<file path="src/hba_pkg.sv">
// Shared types and constants of the heap block allocator.
`default_nettype none

package hba_pkg;

  localparam int unsigned NEED_W = 17;  // rounded request size, up to 65536
  localparam int unsigned ALIGN  = 4;   // size granule and smallest split leftover

  typedef enum logic [1:0] {
    ST_OK   = 2'd0,
    ST_ZERO = 2'd1,
    ST_FULL = 2'd2,
    ST_MISS = 2'd3
  } status_e;

  typedef enum logic [1:0] {
    FIT_FIRST = 2'd0,
    FIT_BEST  = 2'd1,
    FIT_WORST = 2'd2,
    FIT_NEXT  = 2'd3
  } fit_e;

  typedef enum logic {
    OP_ALLOC = 1'b0,
    OP_FREE  = 1'b1
  } opcode_e;

  typedef enum logic [4:0] {
    CMD_NONE, CMD_LOAD, CMD_SET_ZERO, CMD_SET_MISS,
    CMD_SR_INIT, CMD_SR_RD, CMD_SR_EV, CMD_SR_END,
    CMD_SH_RD, CMD_SH_WR, CMD_SPLIT, CMD_MARK,
    CMD_OF_RD, CMD_OF_ACC, CMD_OF_DONE, CMD_APPEND,
    CMD_FR_INIT, CMD_FR_RD, CMD_FR_NEXT, CMD_FR_HIT,
    CMD_NX_RD, CMD_NX_MERGE, CMD_PV_MERGE,
    CMD_MG_RD, CMD_MG_WR, CMD_MG_END, CMD_PUBLISH
  } cmd_e;

  typedef struct packed {
    logic op_free;
    logic need_zero;
    logic addr_null;
    logic sr_more;
    logic sr_stop;
    logic found;
    logic split_ok;
    logic sh_more;
    logic of_more;
    logic fr_more;
    logic fr_match;
    logic fr_match_free;
    logic has_next;
    logic next_free;
    logic prev_merge;
    logic mg_more;
  } sts_t;

endpackage

`default_nettype wire

</file>
<file path="src/hba_if.sv">
// Request and response channel interfaces of the heap block allocator.
`default_nettype none

interface hba_req_if;
  logic        valid;
  logic        ready;
  logic        opcode;
  logic [15:0] request_size;
  logic [15:0] block_address;

  modport source (output valid, opcode, request_size, block_address, input ready);
  modport sink   (input valid, opcode, request_size, block_address, output ready);
endinterface

interface hba_rsp_if;
  logic        valid;
  logic        ready;
  logic [15:0] result_address;
  logic [1:0]  status;

  modport source (output valid, result_address, status, input ready);
  modport sink   (input valid, result_address, status, output ready);
endinterface

`default_nettype wire

</file>
<file path="src/hba_ctrl.sv">
// Sequencer of the heap block allocator: walks the table operations step by step.
`default_nettype none

module hba_ctrl (
  input  wire logic         clk_i,
  input  wire logic         rst_ni,
  input  wire logic         req_valid_i,
  output logic              req_ready_o,
  output logic              rsp_valid_o,
  input  wire logic         rsp_ready_i,
  input  wire hba_pkg::sts_t sts_i,
  output hba_pkg::cmd_e     cmd_o
);
  import hba_pkg::*;

  typedef enum logic [19:0] {
    S_IDLE   = 20'h00001,
    S_DECODE = 20'h00002,
    S_SR_RD  = 20'h00004,
    S_SR_EV  = 20'h00008,
    S_SR_END = 20'h00010,
    S_SH_RD  = 20'h00020,
    S_SH_WR  = 20'h00040,
    S_SPLIT  = 20'h00080,
    S_MARK   = 20'h00100,
    S_OF_RD  = 20'h00200,
    S_OF_ACC = 20'h00400,
    S_APPEND = 20'h00800,
    S_FR_RD  = 20'h01000,
    S_FR_EV  = 20'h02000,
    S_NX_RD  = 20'h04000,
    S_NX_EV  = 20'h08000,
    S_PV     = 20'h10000,
    S_MG_RD  = 20'h20000,
    S_MG_WR  = 20'h40000,
    S_DONE   = 20'h80000
  } state_e;

  state_e state_q, state_d;
  logic   merge_prev_q, merge_prev_d;  // set while folding into the predecessor
  logic   rsp_valid_q, rsp_valid_d;

  always_comb begin
    state_d      = state_q;
    merge_prev_d = merge_prev_q;
    cmd_o        = CMD_NONE;
    case (state_q)
      S_IDLE: begin
        if (req_valid_i) begin
          cmd_o   = CMD_LOAD;
          state_d = S_DECODE;
        end
      end
      S_DECODE: begin
        if (sts_i.op_free) begin
          if (sts_i.addr_null) begin
            state_d = S_DONE;
          end else begin
            cmd_o   = CMD_FR_INIT;
            state_d = S_FR_RD;
          end
        end else if (sts_i.need_zero) begin
          cmd_o   = CMD_SET_ZERO;
          state_d = S_DONE;
        end else begin
          cmd_o   = CMD_SR_INIT;
          state_d = S_SR_RD;
        end
      end
      S_SR_RD: begin
        if (sts_i.sr_more) begin
          cmd_o   = CMD_SR_RD;
          state_d = S_SR_EV;
        end else begin
          state_d = S_SR_END;
        end
      end
      S_SR_EV: begin
        cmd_o   = CMD_SR_EV;
        state_d = sts_i.sr_stop ? S_SR_END : S_SR_RD;
      end
      S_SR_END: begin
        cmd_o = CMD_SR_END;
        if (!sts_i.found)        state_d = S_APPEND;
        else if (sts_i.split_ok) state_d = S_SH_RD;
        else                     state_d = S_MARK;
      end
      S_SH_RD: begin
        if (sts_i.sh_more) begin
          cmd_o   = CMD_SH_RD;
          state_d = S_SH_WR;
        end else begin
          state_d = S_SPLIT;
        end
      end
      S_SH_WR: begin
        cmd_o   = CMD_SH_WR;
        state_d = S_SH_RD;
      end
      S_SPLIT: begin
        cmd_o   = CMD_SPLIT;
        state_d = S_MARK;
      end
      S_MARK: begin
        cmd_o   = CMD_MARK;
        state_d = S_OF_RD;
      end
      S_OF_RD: begin
        if (sts_i.of_more) begin
          cmd_o   = CMD_OF_RD;
          state_d = S_OF_ACC;
        end else begin
          cmd_o   = CMD_OF_DONE;
          state_d = S_DONE;
        end
      end
      S_OF_ACC: begin
        cmd_o   = CMD_OF_ACC;
        state_d = S_OF_RD;
      end
      S_APPEND: begin
        cmd_o   = CMD_APPEND;
        state_d = S_DONE;
      end
      S_FR_RD: begin
        if (sts_i.fr_more) begin
          cmd_o   = CMD_FR_RD;
          state_d = S_FR_EV;
        end else begin
          cmd_o   = CMD_SET_MISS;
          state_d = S_DONE;
        end
      end
      S_FR_EV: begin
        if (!sts_i.fr_match) begin
          cmd_o   = CMD_FR_NEXT;
          state_d = S_FR_RD;
        end else if (sts_i.fr_match_free) begin
          cmd_o   = CMD_SET_MISS;
          state_d = S_DONE;
        end else begin
          cmd_o   = CMD_FR_HIT;
          state_d = S_NX_RD;
        end
      end
      S_NX_RD: begin
        if (sts_i.has_next) begin
          cmd_o   = CMD_NX_RD;
          state_d = S_NX_EV;
        end else begin
          state_d = S_PV;
        end
      end
      S_NX_EV: begin
        if (sts_i.next_free) begin
          cmd_o        = CMD_NX_MERGE;
          merge_prev_d = 1'b0;
          state_d      = S_MG_RD;
        end else begin
          state_d = S_PV;
        end
      end
      S_PV: begin
        if (sts_i.prev_merge) begin
          cmd_o        = CMD_PV_MERGE;
          merge_prev_d = 1'b1;
          state_d      = S_MG_RD;
        end else begin
          state_d = S_DONE;
        end
      end
      S_MG_RD: begin
        if (sts_i.mg_more) begin
          cmd_o   = CMD_MG_RD;
          state_d = S_MG_WR;
        end else begin
          cmd_o   = CMD_MG_END;
          state_d = merge_prev_q ? S_DONE : S_PV;
        end
      end
      S_MG_WR: begin
        cmd_o   = CMD_MG_WR;
        state_d = S_MG_RD;
      end
      S_DONE: begin
        if (!rsp_valid_q || rsp_ready_i) begin
          cmd_o   = CMD_PUBLISH;
          state_d = S_IDLE;
        end
      end
      default: state_d = S_IDLE;
    endcase
  end

  always_comb begin
    if (cmd_o == CMD_PUBLISH) rsp_valid_d = 1'b1;
    else if (rsp_ready_i)     rsp_valid_d = 1'b0;
    else                      rsp_valid_d = rsp_valid_q;
  end

  always_ff @(posedge clk_i or negedge rst_ni) begin
    if (!rst_ni) begin
      state_q      <= S_IDLE;
      merge_prev_q <= 1'b0;
      rsp_valid_q  <= 1'b0;
    end else begin
      state_q      <= state_d;
      merge_prev_q <= merge_prev_d;
      rsp_valid_q  <= rsp_valid_d;
    end
  end

  assign req_ready_o = (state_q == S_IDLE);
  assign rsp_valid_o = rsp_valid_q;

endmodule

`default_nettype wire

</file>
<file path="src/hba_dp.sv">
// Datapath of the heap block allocator: segment table memory, scan registers, arithmetic.
`default_nettype none

module hba_dp #(
  parameter int unsigned MAX_SEGMENTS = 64,
  parameter int unsigned ARENA_BYTES  = 65536,
  parameter int unsigned HEADER_BYTES = 24
) (
  input  wire logic          clk_i,
  input  wire logic          rst_ni,
  input  wire logic          cfg_we_i,
  input  wire logic [1:0]    cfg_wdata_i,
  input  wire logic          req_opcode_i,
  input  wire logic [15:0]   req_size_i,
  input  wire logic [15:0]   req_addr_i,
  input  wire hba_pkg::cmd_e cmd_i,
  output hba_pkg::sts_t      sts_o,
  output logic [15:0]        rsp_addr_o,
  output logic [1:0]         rsp_status_o
);
  import hba_pkg::*;

  localparam int unsigned SW   = $clog2(ARENA_BYTES + 1);
  localparam int unsigned IW   = $clog2(MAX_SEGMENTS);
  localparam int unsigned CNTW = $clog2(MAX_SEGMENTS + 1);
  localparam int unsigned CW   = ((SW > NEED_W) ? SW : NEED_W) + 2;
  localparam logic [CW-1:0]     HDR   = CW'(HEADER_BYTES);
  localparam logic [CW-1:0]     ARENA = CW'(ARENA_BYTES);
  localparam logic [CNTW-1:0]   MAXC  = CNTW'(MAX_SEGMENTS);
  localparam logic [NEED_W-1:0] RND   = NEED_W'(ALIGN - 1);

  // table memory: bit SW is the free mark, below it the size
  logic [SW:0]   mem_q [MAX_SEGMENTS];
  logic [SW:0]   rd_q;
  logic          mem_we;
  logic [IW-1:0] mem_waddr, mem_raddr;
  logic [SW:0]   mem_wdata;

  always_ff @(posedge clk_i) begin
    if (mem_we) mem_q[mem_waddr] <= mem_wdata;
    rd_q <= mem_q[mem_raddr];
  end

  // persistent state
  fit_e            pol_q, pol_d;
  logic [CNTW-1:0] cnt_q, cnt_d;
  logic [SW-1:0]   top_q, top_d;
  logic [IW-1:0]   nfp_q, nfp_d;

  // per-item working registers
  logic              op_q, op_d;
  logic [NEED_W-1:0] need_q, need_d;
  logic [15:0]       addr_q, addr_d;
  logic [CNTW-1:0]   k_q, k_d, j_q, j_d, m_q, m_d;
  logic [IW-1:0]     idx_q, idx_d, f_q, f_d;
  logic              fnd_q, fnd_d, split_q, split_d, prev_free_q, prev_free_d;
  logic [SW-1:0]     fsize_q, fsize_d, off_q, off_d, cur_q, cur_d, prev_size_q, prev_size_d;
  logic [15:0]       res_addr_q, res_addr_d, rsp_addr_q, rsp_addr_d;
  status_e           res_st_q, res_st_d, rsp_st_q, rsp_st_d;

  logic              rd_free;
  logic [SW-1:0]     rd_size;
  logic [CW-1:0]     rd_sz_c, need_c, fsize_c, off_hdr, top_hdr, merged_c, pmerged_c;
  logic [CNTW-1:0]   f1, jm1, jp1;
  logic [NEED_W-1:0] need_sum;
  logic              fits, take, stop, app_ok;

  assign rd_free   = rd_q[SW];
  assign rd_size   = rd_q[SW-1:0];
  assign rd_sz_c   = CW'(rd_size);
  assign need_c    = CW'(need_q);
  assign fsize_c   = CW'(fsize_q);
  assign off_hdr   = CW'(off_q) + HDR;
  assign top_hdr   = CW'(top_q) + HDR;
  assign merged_c  = CW'(cur_q) + HDR + rd_sz_c;
  assign pmerged_c = CW'(prev_size_q) + HDR + CW'(cur_q);
  assign f1        = CNTW'(f_q) + CNTW'(1);
  assign jm1       = j_q - CNTW'(1);
  assign jp1       = j_q + CNTW'(1);
  assign need_sum  = NEED_W'(req_size_i) + RND;
  assign app_ok    = (cnt_q < MAXC) && (top_hdr + need_c <= ARENA);

  assign fits = rd_free && (rd_sz_c >= need_c);

  always_comb begin
    case (pol_q)
      FIT_BEST: begin
        take = fits && (!fnd_q || rd_sz_c < fsize_c);
        stop = take && (rd_sz_c == need_c);
      end
      FIT_WORST: begin
        take = fits && (!fnd_q || rd_sz_c > fsize_c);
        stop = 1'b0;
      end
      default: begin
        take = fits;
        stop = fits;
      end
    endcase
  end

  always_comb begin
    sts_o.op_free       = op_q;
    sts_o.need_zero     = (need_q == '0);
    sts_o.addr_null     = (addr_q == '0);
    sts_o.sr_more       = (k_q < cnt_q);
    sts_o.sr_stop       = stop || (k_q + CNTW'(1) >= cnt_q);
    sts_o.found         = fnd_q;
    sts_o.split_ok      = (fsize_c >= need_c + HDR + CW'(ALIGN)) && (cnt_q < MAXC);
    sts_o.sh_more       = (j_q > f1);
    sts_o.of_more       = (j_q < CNTW'(f_q));
    sts_o.fr_more       = (j_q < cnt_q);
    sts_o.fr_match      = (off_hdr == CW'(addr_q));
    sts_o.fr_match_free = rd_free;
    sts_o.has_next      = (f1 < cnt_q);
    sts_o.next_free     = rd_free;
    sts_o.prev_merge    = (f_q != '0) && prev_free_q;
    sts_o.mg_more       = (jp1 < cnt_q);
  end

  always_comb begin
    pol_d = pol_q; cnt_d = cnt_q; top_d = top_q; nfp_d = nfp_q;
    op_d = op_q; need_d = need_q; addr_d = addr_q;
    k_d = k_q; j_d = j_q; m_d = m_q; idx_d = idx_q; f_d = f_q;
    fnd_d = fnd_q; split_d = split_q; prev_free_d = prev_free_q;
    fsize_d = fsize_q; off_d = off_q; cur_d = cur_q; prev_size_d = prev_size_q;
    res_addr_d = res_addr_q; res_st_d = res_st_q;
    rsp_addr_d = rsp_addr_q; rsp_st_d = rsp_st_q;
    mem_we = 1'b0; mem_waddr = '0; mem_wdata = '0; mem_raddr = '0;

    if (cfg_we_i) pol_d = fit_e'(cfg_wdata_i);

    case (cmd_i)
      CMD_LOAD: begin
        op_d       = req_opcode_i;
        need_d     = need_sum & ~RND;
        addr_d     = req_addr_i;
        res_addr_d = '0;
        res_st_d   = ST_OK;
      end
      CMD_SET_ZERO: res_st_d = ST_ZERO;
      CMD_SET_MISS: res_st_d = ST_MISS;
      CMD_SR_INIT: begin
        k_d   = '0;
        fnd_d = 1'b0;
        idx_d = (pol_q == FIT_NEXT && CNTW'(nfp_q) < cnt_q) ? nfp_q : '0;
      end
      CMD_SR_RD: mem_raddr = idx_q;
      CMD_SR_EV: begin
        if (take) begin
          fnd_d   = 1'b1;
          f_d     = idx_q;
          fsize_d = rd_size;
        end
        k_d   = k_q + CNTW'(1);
        idx_d = (CNTW'(idx_q) + CNTW'(1) == cnt_q) ? '0 : idx_q + IW'(1);
      end
      CMD_SR_END: begin
        if (pol_q == FIT_NEXT) nfp_d = fnd_q ? f_q : '0;
        split_d = sts_o.split_ok;
        j_d     = cnt_q;
      end
      CMD_SH_RD: mem_raddr = jm1[IW-1:0];
      CMD_SH_WR: begin
        mem_we    = 1'b1;
        mem_waddr = j_q[IW-1:0];
        mem_wdata = rd_q;
        j_d       = jm1;
      end
      CMD_SPLIT: begin
        mem_we    = 1'b1;
        mem_waddr = f1[IW-1:0];
        mem_wdata = {1'b1, SW'(fsize_c - need_c - HDR)};
        cnt_d     = cnt_q + CNTW'(1);
        if (CNTW'(nfp_q) >= f1) nfp_d = nfp_q + IW'(1);
      end
      CMD_MARK: begin
        mem_we    = 1'b1;
        mem_waddr = f_q;
        mem_wdata = {1'b0, split_q ? SW'(need_q) : fsize_q};
        j_d       = '0;
        off_d     = '0;
      end
      CMD_OF_RD: mem_raddr = j_q[IW-1:0];
      CMD_OF_ACC: begin
        off_d = SW'(off_hdr + rd_sz_c);
        j_d   = jp1;
      end
      CMD_OF_DONE: res_addr_d = off_hdr[15:0];
      CMD_APPEND: begin
        if (app_ok) begin
          mem_we     = 1'b1;
          mem_waddr  = cnt_q[IW-1:0];
          mem_wdata  = {1'b0, SW'(need_q)};
          cnt_d      = cnt_q + CNTW'(1);
          res_addr_d = top_hdr[15:0];
          top_d      = SW'(top_hdr + need_c);
        end else begin
          res_st_d = ST_FULL;
        end
      end
      CMD_FR_INIT: begin
        j_d         = '0;
        off_d       = '0;
        prev_free_d = 1'b0;
      end
      CMD_FR_RD: mem_raddr = j_q[IW-1:0];
      CMD_FR_NEXT: begin
        prev_size_d = rd_size;
        prev_free_d = rd_free;
        off_d       = SW'(off_hdr + rd_sz_c);
        j_d         = jp1;
      end
      CMD_FR_HIT: begin
        f_d       = j_q[IW-1:0];
        mem_we    = 1'b1;
        mem_waddr = j_q[IW-1:0];
        mem_wdata = {1'b1, rd_size};
        cur_d     = rd_size;
      end
      CMD_NX_RD: mem_raddr = f1[IW-1:0];
      CMD_NX_MERGE: begin
        mem_we    = 1'b1;
        mem_waddr = f_q;
        mem_wdata = {1'b1, SW'(merged_c)};
        cur_d     = SW'(merged_c);
        m_d       = f1;
        j_d       = f1;
      end
      CMD_PV_MERGE: begin
        mem_we    = 1'b1;
        mem_waddr = f_q - IW'(1);
        mem_wdata = {1'b1, SW'(pmerged_c)};
        m_d       = CNTW'(f_q);
        j_d       = CNTW'(f_q);
      end
      CMD_MG_RD: mem_raddr = jp1[IW-1:0];
      CMD_MG_WR: begin
        mem_we    = 1'b1;
        mem_waddr = j_q[IW-1:0];
        mem_wdata = rd_q;
        j_d       = jp1;
      end
      CMD_MG_END: begin
        cnt_d = cnt_q - CNTW'(1);
        if (CNTW'(nfp_q) >= m_q) nfp_d = nfp_q - IW'(1);
      end
      CMD_PUBLISH: begin
        rsp_addr_d = res_addr_q;
        rsp_st_d   = res_st_q;
      end
      default: ;
    endcase
  end

  always_ff @(posedge clk_i or negedge rst_ni) begin
    if (!rst_ni) begin
      pol_q <= FIT_FIRST;
      cnt_q <= '0;
      top_q <= '0;
      nfp_q <= '0;
    end else begin
      pol_q <= pol_d;
      cnt_q <= cnt_d;
      top_q <= top_d;
      nfp_q <= nfp_d;
    end
  end

  always_ff @(posedge clk_i) begin
    op_q        <= op_d;
    need_q      <= need_d;
    addr_q      <= addr_d;
    k_q         <= k_d;
    j_q         <= j_d;
    m_q         <= m_d;
    idx_q       <= idx_d;
    f_q         <= f_d;
    fnd_q       <= fnd_d;
    split_q     <= split_d;
    prev_free_q <= prev_free_d;
    fsize_q     <= fsize_d;
    off_q       <= off_d;
    cur_q       <= cur_d;
    prev_size_q <= prev_size_d;
    res_addr_q  <= res_addr_d;
    res_st_q    <= res_st_d;
    rsp_addr_q  <= rsp_addr_d;
    rsp_st_q    <= rsp_st_d;
  end

  assign rsp_addr_o   = rsp_addr_q;
  assign rsp_status_o = rsp_st_q;

endmodule

`default_nettype wire

</file>
<file path="src/heap_block_allocator.sv">
// Top level of the heap block allocator: sequencer, datapath and checks.
`default_nettype none

// Channel  Dir  Beat fields                                   Handshake
// req_i    in   opcode, request_size, block_address           valid / ready
// rsp_o    out  result_address, status                        valid / ready
// cfg      in   cfg_wdata_i (fit policy)                      cfg_we_i, no wait
//
// One request is in flight at a time; each table entry touched costs a
// registered memory read, then a use or write back. An allocate walks the
// live segments to search, those after the found one to shift for a split
// and those before it to sum the offset; a free scans up to the address
// and shifts the tail for each merge. No clearing pass is needed after reset.
// A finished response waits in its output register while the next request is
// taken; the sequencer stalls at the end only if that register is still full.

module heap_block_allocator #(
  parameter int unsigned MAX_SEGMENTS = 64,
  parameter int unsigned ARENA_BYTES  = 65536,
  parameter int unsigned HEADER_BYTES = 24
) (
  input  wire logic       clk_i,
  input  wire logic       rst_ni,
  input  wire logic       cfg_we_i,
  input  wire logic [1:0] cfg_wdata_i,
  hba_req_if.sink         req_i,
  hba_rsp_if.source       rsp_o
);
  import hba_pkg::*;

  cmd_e cmd;   // sequencer step for the datapath
  sts_t sts;   // datapath flags steering the sequencer

  hba_ctrl u_ctrl (
    .clk_i       (clk_i),
    .rst_ni      (rst_ni),
    .req_valid_i (req_i.valid),
    .req_ready_o (req_i.ready),
    .rsp_valid_o (rsp_o.valid),
    .rsp_ready_i (rsp_o.ready),
    .sts_i       (sts),
    .cmd_o       (cmd)
  );

  hba_dp #(
    .MAX_SEGMENTS (MAX_SEGMENTS),
    .ARENA_BYTES  (ARENA_BYTES),
    .HEADER_BYTES (HEADER_BYTES)
  ) u_dp (
    .clk_i        (clk_i),
    .rst_ni       (rst_ni),
    .cfg_we_i     (cfg_we_i),
    .cfg_wdata_i  (cfg_wdata_i),
    .req_opcode_i (req_i.opcode),
    .req_size_i   (req_i.request_size),
    .req_addr_i   (req_i.block_address),
    .cmd_i        (cmd),
    .sts_o        (sts),
    .rsp_addr_o   (rsp_o.result_address),
    .rsp_status_o (rsp_o.status)
  );

  // A failed request never hands out an address.
  a_fail_no_addr: assert property (@(posedge clk_i) disable iff (!rst_ni)
    (rsp_o.valid && rsp_o.status != ST_OK) |-> rsp_o.result_address == 16'd0)
    else $error("failed response carries an address");

  // Only one request in flight: ready drops right after a request beat.
  a_one_in_flight: assert property (@(posedge clk_i) disable iff (!rst_ni)
    (req_i.valid && req_i.ready) |=> !req_i.ready)
    else $error("request taken while another is in work");

  // A new response is loaded only when the output register is free.
  a_no_overwrite: assert property (@(posedge clk_i) disable iff (!rst_ni)
    (cmd == CMD_PUBLISH) |-> (!rsp_o.valid || rsp_o.ready))
    else $error("pending response overwritten");

endmodule

`default_nettype wire

</file>
<file path="src/flat_wrapper.sv">
// flat-port wrapper written by rule: the top's interface ports become plain ports
module heap_block_allocator_flat import hba_pkg::*;
#(
  parameter int unsigned MAX_SEGMENTS = 64,
  parameter int unsigned ARENA_BYTES  = 65536,
  parameter int unsigned HEADER_BYTES = 24
)
  (clk_i, rst_ni, cfg_we_i, cfg_wdata_i, req_i_valid, req_i_opcode, req_i_request_size, req_i_block_address, req_i_ready, rsp_o_valid, rsp_o_result_address, rsp_o_status, rsp_o_ready);
  hba_req_if req_i_i ();
  hba_rsp_if rsp_o_i ();
  input  wire logic clk_i;
  input  wire logic rst_ni;
  input  wire logic cfg_we_i;
  input  wire logic [1:0] cfg_wdata_i;
  input wire logic [$bits(req_i_i.valid)-1:0] req_i_valid;
  input wire logic [$bits(req_i_i.opcode)-1:0] req_i_opcode;
  input wire logic [$bits(req_i_i.request_size)-1:0] req_i_request_size;
  input wire logic [$bits(req_i_i.block_address)-1:0] req_i_block_address;
  output wire logic [$bits(req_i_i.ready)-1:0] req_i_ready;
  output wire logic [$bits(rsp_o_i.valid)-1:0] rsp_o_valid;
  output wire logic [$bits(rsp_o_i.result_address)-1:0] rsp_o_result_address;
  output wire logic [$bits(rsp_o_i.status)-1:0] rsp_o_status;
  input wire logic [$bits(rsp_o_i.ready)-1:0] rsp_o_ready;
  assign req_i_i.valid = req_i_valid;
  assign req_i_i.opcode = req_i_opcode;
  assign req_i_i.request_size = req_i_request_size;
  assign req_i_i.block_address = req_i_block_address;
  assign req_i_ready = req_i_i.ready;
  assign rsp_o_valid = rsp_o_i.valid;
  assign rsp_o_result_address = rsp_o_i.result_address;
  assign rsp_o_status = rsp_o_i.status;
  assign rsp_o_i.ready = rsp_o_ready;
  heap_block_allocator #(.MAX_SEGMENTS(MAX_SEGMENTS), .ARENA_BYTES(ARENA_BYTES), .HEADER_BYTES(HEADER_BYTES)) u_core (.clk_i(clk_i), .rst_ni(rst_ni), .cfg_we_i(cfg_we_i), .cfg_wdata_i(cfg_wdata_i), .req_i(req_i_i), .rsp_o(rsp_o_i));
endmodule
</file>
<file path="config.mk">
export PLATFORM = sky130hd
export DESIGN_NAME = heap_block_allocator_flat
export DESIGN_NICKNAME = d
export VERILOG_FILES = /design/src/hba_pkg.sv /design/src/hba_if.sv /design/src/hba_ctrl.sv /design/src/hba_dp.sv /design/src/heap_block_allocator.sv /design/src/flat_wrapper.sv
export SDC_FILE = /design/constraint.sdc
export NUM_CORES = 2
export LEC_CHECK = 0
export BUFFER_PORTS_ARGS = -buffer_cell sky130_fd_sc_hd__buf_4
export CORE_MARGIN = 2
export CORE_UTILIZATION = 55
export DETAILED_ROUTE_END_ITERATION = 16
export PLACE_DENSITY = 0.71
export REMOVE_ABC_BUFFERS = 1
export SKIP_CTS_REPAIR_TIMING = 1
export SYNTH_ARGS = -nofsm -noshare
export SYNTH_HDL_FRONTEND = slang
export SYNTH_HIERARCHICAL = 1
export SYNTH_SLANG_ARGS = --single-unit
export TNS_END_PERCENT = 1
</file>
<file path="constraint.sdc">
create_clock -name clk_i -period 12.69 [get_ports clk_i]
set_input_delay 0.6345 -clock clk_i [delete_from_list [all_inputs] [get_ports clk_i]]
set_output_delay 0.6345 -clock clk_i [all_outputs]
set_load 0.005 [all_outputs]
</file>
==> impl_metrics.ini <==
[cells_and_area]
layout_commonest_cell = edfxtp_1
antenna_cells = 0
area_delta_synth_final_pct = 11.6
drive_gt1_frac = 0.163
nets = 4653
final_cell_mix = 1,324 x edfxtp_1, 253 x ha_1, 234 x mux4_2

[clock_tree]
clock_latency_ns = 0.79
clock_path_buffers = 3
cts_buffers = 142
tritoncts = yes
clkTransAtPathRegs_ns = 0.06
root_buffer = clkbuf_16
clock_sinks = 1394
htreeDepth = 4

[yosys]
synth-xor-area-share = 0.0250
yosysWarnings = 6
syn-mean-instance-area_sq_um = 15.2
synth-seq-cells = 1394
yosysUniqueCellTypes = 98
yosysSeqAreaShare = 0.645
synth_top_area_share = 0.619
synth_area_sq_um = 64200
synth_area_leader_cell = edfxtp_1
synth_area_leaders = edfxtp_1 62%, mux4_2 8.2%, ha_1 4.9%
synthArstFlopShare = 0.0373
synth-simple-area-share = 0.0701
netlist_instances = 4217
synth_edf_count = 1324
synth_compound_area_frac = 0.0811
synth_fa_ha_area_frac = 0.0512
synth-main-ff-cell = edfxtp_1
synth_top_family_by_area = multiplexers
synthMuxAreaShare = 0.104

[detailed_routing]
antenna_left = 0
drt_drc_violations_left = 0
dr.pass1.iters = 8
num_vias = 38049
via_per_inst = 6.35
wl_um = 163000
post_drt_wl_per_cell_um = 27.2
drt-initial-drc-count = 4100

[global_routing]
grt_pass1_vias = 37524
grt_pass1_wl_um = 242000
grt_overflow = 0
grt_max_degree = 154
grt_usage = 0.272
antenna_found_initial = 2

[worst_hold_path]
hp-class = primary input to register
holdPathStages = 1

[setup_path]
path_cells = ha_1, and3_1, xnor2_1, inv_1, ha_1, nor2b_1, o21ai_0, nand2b_1, a21oi_1, nand2_1, nor4_1, nor2_1, nand4_1, or4bb_1, a21oi_1, a221o_1, a211o_1, buf_4, nand3_1, nor2_2, buf_4, a22o_1, nor3_1, nand3_1
max_stage_delay_ns = 0.84
rr_worst_depth = 24
startpoint_type = register
worstSetupEndpointType = register
cp.required_ns = 13.40
crit_arrival_ns = 9.11
crit_slowest_cell = nor2_2
worstSetupPathType = register to register
worstPathMaxFanout = 21

[timing]
finalSetupViolCount = 0
maxSlewHeadroom = 0.180
min_period_ns = 8.40
holdWs_ns = 0.0392
finClkSkew_ns = 0.0548
tightestPinTransition_ns = 1.23
rsz0062_at_grt = false
hold_viol_final = 0
setup-tns-final_ns = 0
drv_slew = 0
finalCritPeriodShare = 0.662
fmax_mhz = 119

[power_and_ir_drop]
p_leak_nw = 28.3
irDropWorstVdd_mv = 0.136
power_density_nw_per_um2 = 158

[floorplan]
pin_count = 60
design.die.area_sq_um = 119000
die_h_um = 346
rows = 125
start_util = 0.554
die_w_um = 346
core_area_sq_um = 116000

[flow_run]
maxCapViolCount = 0

[placed_design]
port-buffer-count = 59
place_hpwl_um = 102000
gp_congestion = 0.929

[run_status]
status = finished, final reports clean
-- state kept, by name, summed over array words and instances, names as in the netlist, 17 cells and up --
signal and flops:
u_core/u_dp/mem_q 1152, u_core/u_ctrl/state_q 20, u_core/u_dp/rd_q 18, u_core/u_dp/cur_q 17, u_core/u_dp/fsize_q 17, u_core/u_dp/off_q 17, u_core/u_dp/prev_size_q 17
-- power breakdown --
group,switching (W),leakage (nW),internal (W)
registers,0.000208,15.4,0.00516
logic,0.00112,10.7,0.000741
clock network,0.00181,2.22,0.00229
total,0.00314,28.3,0.00819
-- path summary, 6_finish.rpt --
| kind | slack, ns | end | from |
|---|---|---|---|
| min reg2reg | 0.42 | u_core/u_dp/rsp_addr_o[3] | u_core/u_dp/res_addr_q[3] |
| min | 0.04 | u_core/u_dp/addr_q[13] | req_i_block_address[13] |
| min in group asynchronous | 0.49 | u_core/u_dp/nfp_q[1] | rst_ni |
| max | 4.29 | u_core/u_dp/rd_q[3] | u_core/u_dp/f_q[0] |
| max in group asynchronous | 11.60 | u_core/u_dp/top_q[9] | rst_ni |
| max reg2reg | 4.29 | u_core/u_dp/rd_q[3] | u_core/u_dp/f_q[0] |
-- layout make-up --
type,count,area (sq um)
clock buffer,176,3810
clock inverter,78,800
fill,8370,44300
inverter,176,661
multi-input combinational,2458,21600
sequential,1394,41400
tap,1524,1910
timing repair buffer,182,1410
-- logic make-up (layout without fill, tap and decap cells) --
kind of cell / count (synthesis) / after routing
buf+inv: 365 / 612
simple gates: 873 / 873
xor+xnor: 183 / 183
compound gates: 769 / 769
flops: 1394 / 1394
fa+ha+maj: 259 / 259
mux: 374 / 374
-- through the flow --
step	worst slack, ns	cell area (sq um)	total power, W	instances	util
floorplan	-18.60	63400	0.00685	4028	-
global placement	4.29	67000	0.00725	5733	0.578
detailed placement	4.26	67000	0.00728	5733	0.578
CTS	4.23	71600	0.0114	5987	0.618
global route	3.61	71600	0.0118	5988	0.618
finish	4.29	71600	0.0113	5988	0.618
-- critical path, delay by kind of cell (launching register included) --
family | cells | cell delay, ns
and+or+nand+nor | 12 | 4.03
DFF | 1 | 0.52
AOI/OAI and AO/OA | 6 | 1.92
xor gates and xnor gates | 1 | 0.36
buffers and inverters | 3 | 0.81
adders and majority gates | 2 | 0.65
-- synthesized netlist by cell type, types with 29 or more instances --
library cell,number
a211oi_1,98
a21o_1,45
a21oi_1,190
a22o_1,39
a22oi_1,46
buf_2,48
clkbuf_1,120
dfrtp_1,51
edfxtp_1,1324
ha_1,253
inv_1,175
mux2i_1,115
mux4_2,234
nand2_1,202
nand2b_1,35
nand3_1,84
nor2_1,198
nor2b_1,105
nor3_1,74
o211ai_1,29
o21ai_0,107
o22ai_1,38
xnor2_1,117
xor2_1,66
-- per-layer routing --
layer | global-route usage | vias up | part of all wire
met4 | 0.103 | 4 | 0.036
met2 | 0.444 | 1665 | 0.48
met1 | 0.370 | 19224 | 0.40
met5 | 0 | - | 0.00014
li1 | - | 16842 | -
met3 | 0.0470 | 314 | 0.079
Note: power is estimated with default switching activity, not from simulation.
